[config.mk]
export PLATFORM = sky130hd
export DESIGN_NAME = stepper_half_step_sequencer
export DESIGN_NICKNAME = d
export VERILOG_FILES = /design/src/hdl/stp_pkg.sv /design/src/hdl/stepper_half_step_sequencer.sv
export SDC_FILE = /design/constraint.sdc
export NUM_CORES = 1
export LEC_CHECK = 0
export BUFFER_PORTS_ARGS = -buffer_cell sky130_fd_sc_hd__buf_2
export CORE_MARGIN = 2
export CORE_UTILIZATION = 57
export DETAILED_ROUTE_END_ITERATION = 16
export PLACE_DENSITY_LB_ADDON = 0.1
export SLEW_MARGIN = 20
export SYNTH_ARGS = -nofsm -noshare
export SYNTH_HDL_FRONTEND = slang
export SYNTH_SLANG_ARGS = --single-unit
[constraint.sdc]
create_clock -name clock -period 9.7 [get_ports clock]
set_input_delay 0.485 -clock clock [delete_from_list [all_inputs] [get_ports clock]]
set_output_delay 0.485 -clock clock [all_outputs]
set_load 0.05 [all_outputs]
[src/hdl/stp_pkg.sv]
// Package for the stepper half-step sequencer: status codes, register indexes,
// reset values, the coil pattern table and the constant divider.
// No dependencies.
`timescale 1ns / 1ps

package stp_pkg;

   localparam int REDUCTION_W = 12;
   localparam int TICKS_W     = 16;
   localparam int CODE_W      = 16;
   localparam int UNIT_W      = 8;
   localparam int CYCLES_W    = REDUCTION_W + CODE_W;
   localparam int COIL_W      = 4;
   localparam int PHASE_W     = 3;

   localparam logic [REDUCTION_W-1:0] REDUCTION_RESET = 12'd512;
   localparam logic [TICKS_W-1:0]     TICKS_RESET     = 16'd20;
   localparam logic [CODE_W-1:0]      ANGLE_MAX       = 16'd360;
   localparam logic [PHASE_W-1:0]     PHASE_LAST      = 3'd7;

   // floor(p / 360) = floor((p >> 3) / 45); the shifted value stays below 2^18
   localparam int DIV_PRE_SHIFT = 3;
   localparam int DIV_IN_W      = 18;
   localparam int DIV_SHIFT     = 24;
   localparam int RECIP_W       = 19;
   localparam logic [RECIP_W-1:0] RECIP_45 = RECIP_W'((2**DIV_SHIFT + 45 - 1) / 45);
   localparam int QUOT_W        = REDUCTION_W;

   typedef enum logic [1:0] {
      STATUS_OK       = 2'd0,
      STATUS_BAD_UNIT = 2'd1,
      STATUS_RANGE    = 2'd2,
      STATUS_BUSY     = 2'd3
   } status_type;

   typedef enum logic {
      CSR_REDUCTION = 1'b0,
      CSR_TICKS     = 1'b1
   } csr_index_type;

   localparam logic [UNIT_W-1:0] UNIT_ANGLE = 8'd0;
   localparam logic [UNIT_W-1:0] UNIT_TURNS = 8'd1;

   function automatic logic [COIL_W-1:0] coil_pattern(input logic [PHASE_W-1:0] idx);
      logic [COIL_W-1:0] pat;
      case (idx)
         3'd0:    pat = 4'b0001;
         3'd1:    pat = 4'b0011;
         3'd2:    pat = 4'b0010;
         3'd3:    pat = 4'b0110;
         3'd4:    pat = 4'b0100;
         3'd5:    pat = 4'b1100;
         3'd6:    pat = 4'b1000;
         default: pat = 4'b1001;
      endcase
      return pat;
   endfunction

endpackage

[src/hdl/stepper_half_step_sequencer.sv]
// Top level of the stepper half-step sequencer: request register, sequencing
// state, constant divider and result register. Depends on stp_pkg.
`timescale 1ns / 1ps

// Half-step sequencer for a four-coil unipolar stepper.
//
// Request channel (req_): mode 0 is a time tick, mode 1 a motion command with
// direction, unit_select and code. A request is taken when req_valid is high
// and req_stall low. Result channel (rsp_): one result per request, taken
// when rsp_valid is high and rsp_stall low.
// Configuration (csr_): index 0 reduction, index 1 ticks_per_phase; csr_ready
// is always high. Write only while idle.
//
// A request passes through the request register, then the result register.
// Throughput: one request per cycle while rsp_stall is low, set by the single
// state update between the two registers. The request register holds one
// request while a result is stalled, so the channel takes one more request
// while the receiver stalls; req_stall rises only when both registers hold.
// The angle conversion floor(code*reduction/360) finishes in the cycle after
// the command, through a reciprocal multiply; the first coil cycle lasts at
// least eight phase steps, so the count is always in place before it is used.
//
// Reset clears the sequencing state, coils off, both registers empty and the
// configuration back to reduction 512 and 20 ticks per phase.

module stepper_half_step_sequencer (
   input  logic                                clock,
   input  logic                                reset,
   // request channel
   input  logic                                req_valid,
   output logic                                req_stall,
   input  logic                                req_mode,
   input  logic                                req_direction,
   input  logic [stp_pkg::UNIT_W-1:0]          req_unit_select,
   input  logic [stp_pkg::CODE_W-1:0]          req_code,
   // result channel
   output logic                                rsp_valid,
   input  logic                                rsp_stall,
   output logic [stp_pkg::COIL_W-1:0]          rsp_coils,
   output logic                                rsp_busy_res,
   output logic [1:0]                          rsp_status,
   output logic                                rsp_done_res,
   // configuration
   input  logic                                csr_valid,
   output logic                                csr_ready,
   input  logic                                csr_index,
   input  logic [stp_pkg::TICKS_W-1:0]         csr_wdata
);

   // ---------------------------------------------------------------- registers
   logic                               in_valid_ff, in_valid_in;
   logic                               in_mode_ff;
   logic                               in_dir_ff;
   logic [stp_pkg::UNIT_W-1:0]         in_unit_ff;
   logic [stp_pkg::CODE_W-1:0]         in_code_ff;

   logic [stp_pkg::REDUCTION_W-1:0]    reduction_ff, reduction_in;
   logic [stp_pkg::TICKS_W-1:0]        ticks_ff, ticks_in;

   logic [stp_pkg::CYCLES_W-1:0]       remaining_ff, remaining_in;
   logic [stp_pkg::PHASE_W-1:0]        phases_done_ff, phases_done_in;
   logic [stp_pkg::TICKS_W-1:0]        dwell_ff, dwell_in;
   logic                               reverse_ff, reverse_in;
   logic                               active_ff, active_in;
   logic [stp_pkg::COIL_W-1:0]         coil_ff, coil_in;

   logic                               div_pend_ff, div_pend_in;
   logic                               div_turns_ff;
   logic [stp_pkg::CYCLES_W-1:0]       prod_ff;

   logic                               rsp_valid_ff, rsp_valid_in;
   logic [stp_pkg::COIL_W-1:0]         rsp_coils_ff;
   logic                               rsp_busy_ff;
   stp_pkg::status_type                rsp_status_ff, status_in;
   logic                               rsp_done_ff, done_in;

   // ---------------------------------------------------------------- handshake
   logic req_accept;
   logic rsp_blocked;
   logic fire;

   assign rsp_blocked = rsp_valid_ff & rsp_stall;
   assign fire        = in_valid_ff & ~rsp_blocked;
   assign req_stall   = in_valid_ff & rsp_blocked;
   assign req_accept  = req_valid & ~req_stall;
   assign csr_ready   = 1'b1;

   // hold a request while its result cannot move on, drop it once it fires
   always_comb begin
      if (req_accept) begin
         in_valid_in = 1'b1;
      end else if (fire) begin
         in_valid_in = 1'b0;
      end else begin
         in_valid_in = in_valid_ff;
      end
   end

   always_comb begin
      if (fire) begin
         rsp_valid_in = 1'b1;
      end else if (rsp_stall) begin
         rsp_valid_in = rsp_valid_ff;
      end else begin
         rsp_valid_in = 1'b0;
      end
   end

   // ---------------------------------------------------------------- config
   always_comb begin
      reduction_in = reduction_ff;
      ticks_in     = ticks_ff;
      if (csr_valid && csr_ready) begin
         case (stp_pkg::csr_index_type'(csr_index))
            stp_pkg::CSR_REDUCTION: reduction_in = csr_wdata[stp_pkg::REDUCTION_W-1:0];
            default:                ticks_in     = csr_wdata;
         endcase
      end
   end

   // ---------------------------------------------------------------- command decode
   logic [stp_pkg::CYCLES_W-1:0] product;
   logic                         is_angle;
   logic                         nonzero;
   logic [stp_pkg::TICKS_W-1:0]  limit;
   logic [stp_pkg::TICKS_W-1:0]  dwell_next;
   logic                         step_due;
   logic [stp_pkg::CYCLES_W-1:0] remaining_dec;

   assign product  = stp_pkg::CYCLES_W'(in_code_ff) * stp_pkg::CYCLES_W'(reduction_ff);
   assign is_angle = (in_unit_ff == stp_pkg::UNIT_ANGLE);
   // an angle yields no cycle below 360 degree-units of product
   assign nonzero  = is_angle ? (product >= stp_pkg::CYCLES_W'(stp_pkg::ANGLE_MAX))
                              : (product != '0);

   // a dwell setting of zero counts as one tick
   assign limit      = (ticks_ff == '0) ? stp_pkg::TICKS_W'(1) : ticks_ff;
   assign dwell_next = dwell_ff + stp_pkg::TICKS_W'(1);
   assign step_due   = (dwell_next >= limit) || (dwell_next == '0);
   assign remaining_dec = remaining_ff - stp_pkg::CYCLES_W'(1);

   // ---------------------------------------------------------------- reciprocal divide
   logic [stp_pkg::DIV_IN_W-1:0]                 div_x;
   logic [stp_pkg::DIV_IN_W+stp_pkg::RECIP_W-1:0] div_mul;
   logic [stp_pkg::QUOT_W-1:0]                   quotient;

   assign div_x    = prod_ff[stp_pkg::DIV_PRE_SHIFT +: stp_pkg::DIV_IN_W];
   assign div_mul  = (stp_pkg::DIV_IN_W+stp_pkg::RECIP_W)'(div_x)
                   * (stp_pkg::DIV_IN_W+stp_pkg::RECIP_W)'(stp_pkg::RECIP_45);
   assign quotient = div_mul[stp_pkg::DIV_SHIFT +: stp_pkg::QUOT_W];

   // ---------------------------------------------------------------- sequencing
   always_comb begin
      remaining_in   = remaining_ff;
      phases_done_in = phases_done_ff;
      dwell_in       = dwell_ff;
      reverse_in     = reverse_ff;
      active_in      = active_ff;
      coil_in        = coil_ff;
      div_pend_in    = 1'b0;
      status_in      = stp_pkg::STATUS_OK;
      done_in        = 1'b0;

      // the cycle count is loaded in the cycle after the command started the motion
      if (div_pend_ff) begin
         remaining_in = div_turns_ff ? prod_ff
                                     : stp_pkg::CYCLES_W'(quotient);
      end

      if (fire) begin
         if (in_mode_ff) begin
            if (active_ff) begin
               status_in = stp_pkg::STATUS_BUSY;
            end else if (in_unit_ff > stp_pkg::UNIT_TURNS) begin
               status_in = stp_pkg::STATUS_BAD_UNIT;
            end else if (is_angle && (in_code_ff > stp_pkg::ANGLE_MAX)) begin
               status_in = stp_pkg::STATUS_RANGE;
            end else if (nonzero) begin
               // start: drive the first pattern of the walk at once
               reverse_in     = in_dir_ff;
               active_in      = 1'b1;
               phases_done_in = '0;
               dwell_in       = '0;
               div_pend_in    = 1'b1;
               coil_in        = stp_pkg::coil_pattern(in_dir_ff ? stp_pkg::PHASE_LAST
                                                                : stp_pkg::PHASE_W'(0));
            end
         end else if (active_ff) begin
            dwell_in = dwell_next;
            if (step_due) begin
               dwell_in = '0;
               if (phases_done_ff == stp_pkg::PHASE_LAST) begin
                  phases_done_in = '0;
                  remaining_in   = remaining_dec;
                  if (remaining_dec == '0) begin
                     // last pattern stays on the coils
                     active_in = 1'b0;
                     done_in   = 1'b1;
                  end else begin
                     coil_in = stp_pkg::coil_pattern(reverse_ff ? stp_pkg::PHASE_LAST
                                                                : stp_pkg::PHASE_W'(0));
                  end
               end else begin
                  phases_done_in = phases_done_ff + stp_pkg::PHASE_W'(1);
                  coil_in = stp_pkg::coil_pattern(reverse_ff
                               ? stp_pkg::PHASE_LAST - phases_done_in
                               : phases_done_in);
               end
            end
         end
      end
   end

   // ---------------------------------------------------------------- control registers
   always_ff @(posedge clock) begin
      if (reset) begin
         in_valid_ff    <= 1'b0;
         rsp_valid_ff   <= 1'b0;
         reduction_ff   <= stp_pkg::REDUCTION_RESET;
         ticks_ff       <= stp_pkg::TICKS_RESET;
         remaining_ff   <= '0;
         phases_done_ff <= '0;
         dwell_ff       <= '0;
         reverse_ff     <= 1'b0;
         active_ff      <= 1'b0;
         coil_ff        <= '0;
         div_pend_ff    <= 1'b0;
      end else begin
         in_valid_ff    <= in_valid_in;
         rsp_valid_ff   <= rsp_valid_in;
         reduction_ff   <= reduction_in;
         ticks_ff       <= ticks_in;
         remaining_ff   <= remaining_in;
         phases_done_ff <= phases_done_in;
         dwell_ff       <= dwell_in;
         reverse_ff     <= reverse_in;
         active_ff      <= active_in;
         coil_ff        <= coil_in;
         div_pend_ff    <= div_pend_in;
      end
   end

   // ---------------------------------------------------------------- payload registers
   always_ff @(posedge clock) begin
      if (req_accept) begin
         in_mode_ff <= req_mode;
         in_dir_ff  <= req_direction;
         in_unit_ff <= req_unit_select;
         in_code_ff <= req_code;
      end
      if (div_pend_in) begin
         prod_ff      <= product;
         div_turns_ff <= ~is_angle;
      end
      if (fire) begin
         rsp_coils_ff  <= coil_in;
         rsp_busy_ff   <= active_in;
         rsp_status_ff <= status_in;
         rsp_done_ff   <= done_in;
      end
   end

   assign rsp_valid    = rsp_valid_ff;
   assign rsp_coils    = rsp_coils_ff;
   assign rsp_busy_res = rsp_busy_ff;
   assign rsp_status   = rsp_status_ff;
   assign rsp_done_res = rsp_done_ff;

endmodule

### Word-level counts from Yosys, hierarchy flattened

Cells that the tools add are included.

| cells by class | value |
|---|---|
| eq/ne operators | 23 |
| add/sub/neg operators | 4 |
| order comparisons | 4 |
| reductions and logical operators | 20 |
| bitwise gates (word level) | 13 |
| muxes and demuxes | 61 |
| $mul | 2 |

Operator list:

| cell | count |
|---|---|
| 28-bit two-way mux | 7 |
| 16-bit two-way mux | 8 |
| 4-bit case mux with 7 select lines | 3 |
| 4-bit two-way mux | 10 |
| 18-bit by 17-bit multiplier with 34-bit output (second input constant) | 1 |
| 3-bit two-way mux | 11 |
| 16-bit zero test | 2 |
| 3-bit equality test (second input constant) | 10 |
| 28-bit by 9-bit greater-or-equal comparator with 1-bit output (second input constant) | 1 |
| 28-bit zero test | 1 |
| 16-bit by 12-bit multiplier with 28-bit output | 1 |
| 28-bit nonzero test | 1 |
| 28-bit by 1-bit subtractor with 28-bit output (second input constant) | 1 |
| 1-bit two-way mux | 19 |
| 3-bit by 2-bit equality test with 1-bit output (second input constant) | 6 |
| 16-bit by 1-bit adder with 16-bit output (second input constant) | 1 |
| 16-bit greater-or-equal comparator | 1 |
| 16-bit by 9-bit greater-than comparator with 1-bit output (second input constant) | 1 |
| 6-bit AND reduction | 2 |
| 3-bit by 1-bit equality test with 1-bit output (second input constant) | 3 |
| 3-bit zero test | 3 |
| 1-bit inverter | 9 |
| 8-bit by 1-bit greater-than comparator with 1-bit output (second input constant) | 1 |
| 8-bit zero test | 1 |
| 12 further kinds | 23 |

| word-level totals | value |
|---|---|
| bits in registers | 147 |
| output and inout port bits | 11 |
| bits of input ports | 48 |

### Depth between registers and ports, before layout

Gate-level depths: netlist (run 1).

| depth | value |
|---|---|
| depth after elaboration | 10 |
| mapped depth | 26 |
| depth with buffers taken out | 22 |

### Worst setup path before layout (run 1)

No wires, ideal clock.

| timing path | value |
|---|---|
| path type | reg2reg |
| start point | register reduction_ff[3] (netlist name) |
| end point | register div_turns_ff, enable pin |
| path slack | 1.661 ns |
| required time | 9.249 ns |
| cell stages (with the launch flop) | 25 |
| setup time | 0.451 ns |
| arrival time | 7.587 ns |
| path through | dfxtp_1 clkbuf_1 clkbuf_1 nand2_1 fa_1 inv_1 fa_1 inv_1 fa_1 inv_1 fa_1 inv_1 fa_1 inv_1 ha_1 buf_2 a21o_1 a311o_1 a311oi_1 nor3b_1 a311o_1 o21ba_1 nand4_2 nor2_4 nor3_1 |

| on the way | value |
|---|---|
| cells in the longest elaborated chain, start to end | 9 |
| elaborated cells between the ends (all ways) | 10 |
| those cells by class | 1 x mul; 1 x order compare; 7 x mux; 1 x reduce/logical |

RTL lines:

| item | line | text |
|---|---|---|
| from (decl) | stepper_half_step_sequencer.sv:57 | `logic [stp_pkg::REDUCTION_W-1:0] reduction_ff, reduction_in;` |
| from (signal assigned) | stepper_half_step_sequencer.sv:219 | `reduction_ff <= stp_pkg::REDUCTION_RESET;` |
| from (signal assigned) | stepper_half_step_sequencer.sv:231 | `reduction_ff <= reduction_in;` |
| 16-bit by 12-bit multiplier with 28-bit output * | stepper_half_step_sequencer.sv:130 | `assign product = stp_pkg::CYCLES_W'(in_code_ff) * stp_pkg::CYCLES_W'(reduction_ff);` |
| 28-bit by 9-bit greater-or-equal comparator with 1-bit output or 28-bit nonzero test (tied branches) | stepper_half_step_sequencer.sv:133, stepper_half_step_sequencer.sv:134 |  |
| 1-bit two-way mux * | stepper_half_step_sequencer.sv:133 | `assign nonzero = is_angle ? (product >= stp_pkg::CYCLES_W'(stp_pkg::ANGLE_MAX))` |
| 1-bit two-way mux * | stepper_half_step_sequencer.sv:178 | `end else if (nonzero) begin` |
| 1-bit two-way mux * | stepper_half_step_sequencer.sv:176 | `end else if (is_angle && (in_code_ff > stp_pkg::ANGLE_MAX)) begin` |
| 1-bit two-way mux * | stepper_half_step_sequencer.sv:174 | `end else if (in_unit_ff > stp_pkg::UNIT_TURNS) begin` |
| 1-bit two-way mux * | stepper_half_step_sequencer.sv:172 | `if (active_ff) begin` |
| 1-bit two-way mux * | stepper_half_step_sequencer.sv:171 | `if (in_mode_ff) begin` |
| 1-bit two-way mux * | stepper_half_step_sequencer.sv:170 | `if (fire) begin` |
| named net div_pend_in | stepper_half_step_sequencer.sv:67 | `logic div_pend_ff, div_pend_in;` |
| to (signal assigned) | stepper_half_step_sequencer.sv:253 | `div_turns_ff <= ~is_angle;` |
| to (decl) | stepper_half_step_sequencer.sv:68 | `logic div_turns_ff;` |

The timed path passes the listed nets; every way through them passes the cells marked *.
A chain may end at the register's enable or synchronous reset.

### Final worst setup path (run 1)

| timing path | value |
|---|---|
| start point | register reduction_ff[5] (netlist name) |
| end point | register dwell_ff[0] (netlist name) |

| on the way | value |
|---|---|
| cells in the longest elaborated chain, start to end | 5 |
| elaborated cells between the ends (all ways) | 6 |
| those cells by class | 1 x mul; 1 x order compare; 1 x mux; 3 x reduce/logical |

RTL lines:

| item | line | text |
|---|---|---|
| 16-bit by 12-bit multiplier with 28-bit output * | stepper_half_step_sequencer.sv:130 |  |
| 28-bit by 9-bit greater-or-equal comparator with 1-bit output or 28-bit nonzero test (tied branches) | stepper_half_step_sequencer.sv:133, stepper_half_step_sequencer.sv:134 |  |
| 1-bit two-way mux * | stepper_half_step_sequencer.sv:133 |  |
| 2-bit nonzero test (no source line) * | -- |  |
| 6-bit AND reduction (no source line) * | -- |  |
| to (signal assigned) | stepper_half_step_sequencer.sv:235 | `dwell_ff <= dwell_in;` |
| to (decl) | stepper_half_step_sequencer.sv:62 | `logic [stp_pkg::TICKS_W-1:0] dwell_ff, dwell_in;` |

Mark *: on every way between the ends. The rest lies on a longest branch, timed or not.

==> metrics.md, run 1 <==
| Metric | Value |
|---|---|
| Outcome | `finished clean` |
| Post-synthesis average cell area | `9.02 sq um` |
| Number of standard-cell rows in the floorplan | `66` |
| Unrepaired setup endpoints after global routing | `false` |
| Final wirelength | `45000 um` |
| Fraction of layout instances using a drive strength above 1 | `6.95%` |
| CORE AREA | `between 0.03 and 0.04 sq mm` |
| Setup crit end kind | `register` |
| Leading cell types in the layout, fill and taps excluded | `inv_1 (370), nand2_1 (258), fa_1 (235), ha_1 (216), a21oi_1 (95)` |
| Layout area overhead | `5.77%` |
| Crit share post-route | `between 70% and 80%` |
| Antenna diode count | `0` |
| Final number of setup-violating endpoints | `0` |
| Flip-flop and latch count after synthesis | `147` |
| Number of nets at the end of the flow | `roughly 2600` |
| Max-cap check violation count | `0` |
| Drt initial violations | `963` |
| Wire length per cell | `17.8 um` |
| CTS sink cnt | `147` |
| Clock Skews | `17.4 ps` |
| Transition time at the pin with the least slew margin | `934 ps` |
| Hold violation total from the final report | `0` |
| Drt drc | `0` |
| Worst VDD drop | `about 0.15 mV` |
| Number of iterations in the first detailed-routing pass | `5` |
| Clock input transition at the sequential cells of the worst setup and hold paths | `80 ps` |
| Part of the Yosys area used for sequential elements | `19.1%` |
| Total Die Area | `0.0343 sq mm` |
| Dominant synthesized flop cell | `dfxtp_1` |
| Fin Setup TNS | `0 ps` |
| Hold wc startpoint | `req_code[9]` |
| Reg2reg setup slack | `~2700 ps` |
| Reg2reg end | `dwell_ff[0]` |
| Static leakage power | `9.34 nW` |
| Number of buffers created by CTS | `17` |
| Hold-fix buffers at CTS | `0` |
| Cells after synthesis | `2073` |
| Post-CTS setup buffer count | `0` |
| Post-synth net total | `2572` |
| Arr. time, crit path | `7330 ps` |
| Synth async-reset ratio | `0%` |
| Chip height | `between 150 and 200 um` |
| Worst hold-check path type | `input port to register` |
| Startpoint kind of the worst setup timing path | `register` |
| Ports | `59` |
| Setup CP Type | `register to register` |
| Launching point of the worst reg2reg path | `reduction_ff[5]` |
| Netlist Area Pre-Place | `0.0187 sq mm` |
| Overall overflow remaining after global route | `0` |
| Fin. max-slew vios | `0` |
| Max Clk Rate | `142 MHz` |
| Clock root buffer master | `clkbuf_16` |
| Final std cells w/o fill | `2529` |
| Via-per-instance ratio | `approximately 5.7` |
| Tmin final | `7040 ps` |
| Number of cells on the worst hold path | `1` |
| Power density of the placed cells | `between 100 and 150 mW/mm^2` |
| Vias after detailed routing | `14500` |
| Routed Antenna Nets | `0` |
| Warnings, synthesis | `0` |
| EDFF count, synth | `63` |
| Most frequent standard cell in the layout excluding fill and tap cells | `inv_1` |
| Post-CTS sizing | `0` |
| Maximum clock insertion buffer count | `2` |
| Highest fanout seen on the critical path | `17` |
| Vias in the first global route | `14700` |
| Maximum number of pins on one net before global-route repair | `78` |
| Count of input and output buffers | `57` |
| Netlist cell types | `roughly 100` |
| GRT Util Overall | `27.8%` |
| Required @ worst endpoint | `10000 ps` |
| Starting Density | `~58%` |
| Number of levels in the clock H-tree | `4` |
| Filler cells | `2883` |
| Clock tree from TritonCTS | `done` |
| Worst Hold Path EP | `in_code_ff[9]` |
| Worst R2R Path Depth | `20` |
| Worst slew margin | `37.8%` |
| Die W | `185 um` |
| Initial antenna violation count | `0` |
| Skew-Pair Late Insertion Delay | `approximately 450 ps` |
| Instance count after placement with tap cells included | `2497` |
| Wire length of the first global-routing pass | `74800 um` |
| Final weighted congestion in routability-driven placement | `0.912` |
| DPL Wire Length | `about 36000 um` |
## final cells by class
| cell class | count | area [sq um] | share of cell area [%] |
|---|---|---|---|
| Tap cell | 442 | 553 | 2.80 |
| Multi-Input combinational cell | 1476 | 13400 | 67.7 |
| Clock buffer | 18 | 429 | 2.17 |
| Sequential cell | 147 | 3570 | 18.1 |
| Timing Repair Buffer | 62 | 323 | 1.63 |
| Clock inverter | 14 | 126 | 0.639 |
| Inverter | 370 | 1390 | 7.03 |
## report_power, final
part           internal, mW  leakage, nW  switching, mW  total (mW)
Clock                 0.336        0.272          0.310       0.647
Combinational         0.280         7.78          0.464       0.744
Sequential            0.678         1.28         0.0327       0.710
## stage by stage
stage               setup slack [ps]  area [sq um]  util, %  hold WS, ps  power, mW
finish                          2660         19800     61.1          205       2.10
global route                    2230         19800     61.1          198       2.23
CTS                             2690         19800     61.0          193       2.11
detailed placement              2700         19200     59.3          459       1.46
global placement                2770         19200     59.3          457       1.45
floorplan                       1660         18700        -          436       1.28
## synthesized netlist by cell type (all sizes together), types with 21 or more instances
master | n | share of area, %
a21o | 21 | 0.84
a21oi | 96 | 2.6
and2 | 70 | 2.3
and3 | 24 | 0.80
clkbuf | 60 | 1.3
dfxtp | 84 | 9.0
edfxtp | 63 | 10
fa | 235 | 25
ha | 216 | 14
inv | 370 | 7.4
nand2 | 260 | 5.3
nand3 | 28 | 0.75
nor2 | 95 | 2.0
nor3 | 46 | 1.4
nor4 | 22 | 0.90
o21ai | 68 | 1.8
xnor2 | 28 | 1.3
xor2 | 21 | 0.98
## worst max-delay path by stage
stage                          startpoint      endpoint  slack [ps]
after detailed placement  reduction_ff[5]   dwell_ff[3]        2700
final                     reduction_ff[5]   dwell_ff[0]        2660
after floorplan           reduction_ff[3]  div_turns_ff        1660
after CTS                 reduction_ff[5]   dwell_ff[0]        2690
after global routing      reduction_ff[5]   dwell_ff[5]        2230
after global placement    reduction_ff[5]  rsp_coils[1]        2770
## worst max-delay path, cell delays in order, from the launching register on
cell	delay (ps)
dfxtp_1	760
nand2_1	170
fa_1	590
fa_1	440
fa_1	500
inv_1	60
fa_1	530
inv_1	50
fa_1	540
inv_1	40
ha_1	400
o21a_1	210
o21ai_0	100
o21ai_1	360
a211oi_1	170
or4b_1	510
and3_1	220
o21ai_2	250
nor2_4	130
o31ai_4	670
mux2i_1	150
## flip-flops by register name, indices dropped and copies added, names as in the netlist, 2 cells and up
| signal | count |
|---|---|
| phases_done_ff | 3 |
| remaining_ff | 28 |
| rsp_coils | 4 |
| coil_ff | 4 |
| prod_ff | 28 |
| reduction_ff | 12 |
| rsp_status | 2 |
| in_unit_ff | 8 |
| in_code_ff | 16 |
| dwell_ff | 16 |
| ticks_ff | 16 |
## layer usage
metal,vias to the layer above,global-route usage [%],share of wire [%]
li1,6872,-,-
met5,-,0,0
met2,400,46.2,48
met4,0,7.97,2.1
met3,65,4.03,5.0
met1,7159,37.9,45
## cell families (layout without fill, tap and decap cells)
logic type	Yosys count	after routing	share of synthesized area, %
buffers and inverters	450	464	9.43
adder cells (fa/ha/maj)	451	451	39.6
XOR/XNOR	49	49	2.30
other	1	1	0.0201
multiplexers	5	5	0.281
AO/OA/AOI/OAI	331	331	12.1
AND/OR/NAND/NOR	639	639	17.1
flip-flops	147	147	19.1
(Power assumes the default switching activity.)
==> run 2: changes to the inputs <==
- clock period: 9.7 -> 6.85 ns (I/O delays scaled with it)
==> metrics.md, run 2 (same netlist as run 1, synthesis figures left out) <==
| Metric | Value |
|---|---|
| Starting Density | `57.7% (unchanged)` |
| Via-per-instance ratio | `5.67 (-1.1%)` |
| Outcome | `finished clean` |
| Number of cells on the worst hold path | `1 (unchanged)` |
| Antenna diode count | `0 (unchanged)` |
| Maximum clock insertion buffer count | `2 (unchanged)` |
| Placed standard-cell area | `0.0196 sq mm (+2.3%)` |
| Length of routed wiring on met1 | `21200 um (+4.3%)` |
| Fraction of layout instances using a drive strength above 1 | `11.3% (+4.3 points)` |
| Required @ worst endpoint | `7020 ps (-2980 ps)` |
| CORE AREA | `0.0324 sq mm (unchanged)` |
| Tmin final | `6650 ps (-382 ps)` |
| Worst R2R Path Depth | `21 (+5.0%)` |
| Number of iterations in the first detailed-routing pass | `5 (unchanged)` |
| Ports | `59 (unchanged)` |
| Static leakage power | `9.77 nW (+4.7%)` |
| Final wirelength | `46100 um (+2.4%)` |
| Clock input transition at the sequential cells of the worst setup and hold paths | `70 ps (about the same)` |
| Die W | `185 um (unchanged)` |
| Amount of wire on met2 after detailed routing | `20900 um (-2.6%)` |
| Leading registers by flop count | `prod_ff x28, remaining_ff x28` |
| Highest fanout seen on the critical path | `8 (-9)` |
| Clock root buffer master | `clkbuf_16` |
| Max Clk Rate | `150 MHz (+5.7%)` |
| Worst VDD drop | `0.196 mV (+32%)` |
| Final Power | `3.07 mW (+46%)` |
| Transition time at the pin with the least slew margin | `890 ps (-43.7 ps)` |
| Wire length per cell | `17.6 um (-0.85%)` |
| Vias after detailed routing | `14800 (+2.2%)` |
| Final non-filler cell area | `0.0205 sq mm (+3.7%)` |
| Power density of the placed cells | `150 mW/mm^2 (+41%)` |
| Skew-Pair Late Insertion Delay | `440 ps (about the same)` |
| Final core area utilization | `63.3% (+2.2 points)` |
| Clock tree from TritonCTS | `done` |
| Crit share post-route | `97.2% (+25 points)` |
| Total Die Area | `0.0343 sq mm (unchanged)` |
| Leading cell types in the layout, fill and taps excluded | `inv_1 (370), nand2_1 (258), fa_1 (235), ha_1 (216), a21oi_1 (93)` |
| Overall overflow remaining after global route | `0 (unchanged)` |
| Final number of setup-violating endpoints | `0 (unchanged)` |
| Number of standard-cell rows in the floorplan | `66 (unchanged)` |
| Unrepaired setup endpoints after global routing | `true` |
| Number of buffers created by CTS | `17 (unchanged)` |
| Launching point of the worst reg2reg path | `in_code_ff[2]` |
| Routed Antenna Nets | `0 (unchanged)` |
| Worst Hold Path EP | `in_code_ff[14]` |
| Topmost layer with routed signal wires | `met4` |
| Most frequent standard cell in the layout excluding fill and tap cells | `inv_1` |
| Max-cap check violation count | `0 (unchanged)` |
| Number of nets at the end of the flow | `2657 (+3.3%)` |
| Number of levels in the clock H-tree | `4 (unchanged)` |
| Instance count after placement with tap cells included | `2553 (+2.2%)` |
| Clock Skews | `12.6 ps (-4.78 ps)` |
| Reg2reg setup slack | `200 ps (-2470 ps)` |
| Worst hold-check path type | `input port to register` |
| Reg2reg end | `rsp_coils[1]` |
| Chip height | `185 um (unchanged)` |
| Drt initial violations | `1042 (+8.2%)` |
| Arr. time, crit path | `6820 ps (-510 ps)` |
| Final std cells w/o fill | `2613 (+3.3%)` |
| Maximum number of pins on one net before global-route repair | `78 (unchanged)` |
| Drt drc | `0 (unchanged)` |
| Initial antenna violation count | `0 (unchanged)` |
| Vias in the first global route | `14900 (+1.2%)` |
| Hold violation total from the final report | `0 (unchanged)` |
| GRT Util Overall | `28.7% (+0.97 points)` |
| Post-route worst hold slack | `68.5 ps (-136 ps)` |
| Amount of wire on met3 after detailed routing | `2950 um (+31%)` |
| CTS sink cnt | `147 (unchanged)` |
| Startpoint kind of the worst setup timing path | `register` |
| Fin. max-slew vios | `0 (unchanged)` |
| Hold-fix buffers at CTS | `0 (unchanged)` |
| Layout area overhead | `9.65%` |
| Hold wc startpoint | `req_code[14]` |
| Worst slew margin | `40.7% (+2.9 points)` |
| Final weighted congestion in routability-driven placement | `0.957 (+4.9%)` |
| Setup CP Type | `register to register` |
| Setup crit end kind | `register` |
| DPL Wire Length | `37400 um (+3.5%)` |
| Count of input and output buffers | `57 (unchanged)` |
| Wire length of the first global-routing pass | `76800 um (+2.7%)` |
-- run 2: changes by cell type in the layout (fill, tap and decap cells not counted), sizes merged --
cell | previous run | this run
inv | 375 | 379
bufinv | 0 | 1
buf | 62 | 145
clkinv | 8 | 3
clkinvlp | 1 | 2
-- run 2: worst max-delay path by stage --
| stage | startpoint | to | slack, ps |
|---|---|---|---|
| finish | in_code_ff[2] | rsp_coils[1] | 200 |
| global route | in_code_ff[6] | rsp_coils[1] | -120 |
| CTS | reduction_ff[7] | rsp_coils[1] | 10 |
| detailed placement | in_code_ff[8] | dwell_ff[4] | -6 |
| global placement | in_code_ff[8] | dwell_ff[0] | 60 |
| floorplan | reduction_ff[3] | div_turns_ff | 140 |
-- run 2: power by group --
| group | total, mW | internal (mW) | switching [mW] |
|---|---|---|---|
| Clock | 0.941 | 0.516 | 0.425 |
| Combinational | 1.13 | 0.435 | 0.700 |
| Sequential | 0.989 | 0.960 | 0.0287 |
| Total | 3.07 | 1.91 | 1.15 |
-- run 2: routing by layer --
layer / global-route usage, % / vias to the layer above
met2: 46.5 / 494
met4: 7.94 / 0
met3: 4.11 / 82
met1: 40.6 / 7197
li1: - / 7041
met5: 0 / -
-- run 2: layout make-up --
cell class | count | area (sq um)
inverter | 370 | 1390
multi-input combinational | 1476 | 13400
clock buffer | 17 | 425
sequential | 147 | 3580
fill | 2779 | 11900
timing repair buffer | 146 | 976
clock inverter | 15 | 161
tap | 442 | 553
-- run 2: through the flow --
stage	setup TNS, ps	setup WS, ps
after floorplan	0	137
after global placement	0	58.8
after detailed placement	-5.62	-5.62
after CTS	0	11.8
after global routing	-882	-122
final	0	195
-- run 2: repair_timing --
action / 4_1_cts / 5_1_grt
pin swaps: 1 / 2
buffers inserted: 1 / 27
setup endpoints to repair: 10 / 60
resized for setup: 0 / 21
-- run 2: critical path: stages (launching register included) --
cell	delay, ps
edfxtp_1	490
buf_4	190
and2_1	160
fa_1	490
fa_1	440
fa_1	520
fa_1	550
inv_1	50
fa_1	520
inv_1	40
ha_1	370
a21oi_1	130
a21oi_1	230
nor3b_2	280
a211oi_1	150
or4b_1	510
and3_1	230
o21ai_2	250
nor2_4	70
buf_4	160
nor4_4	350
o21ai_0	190
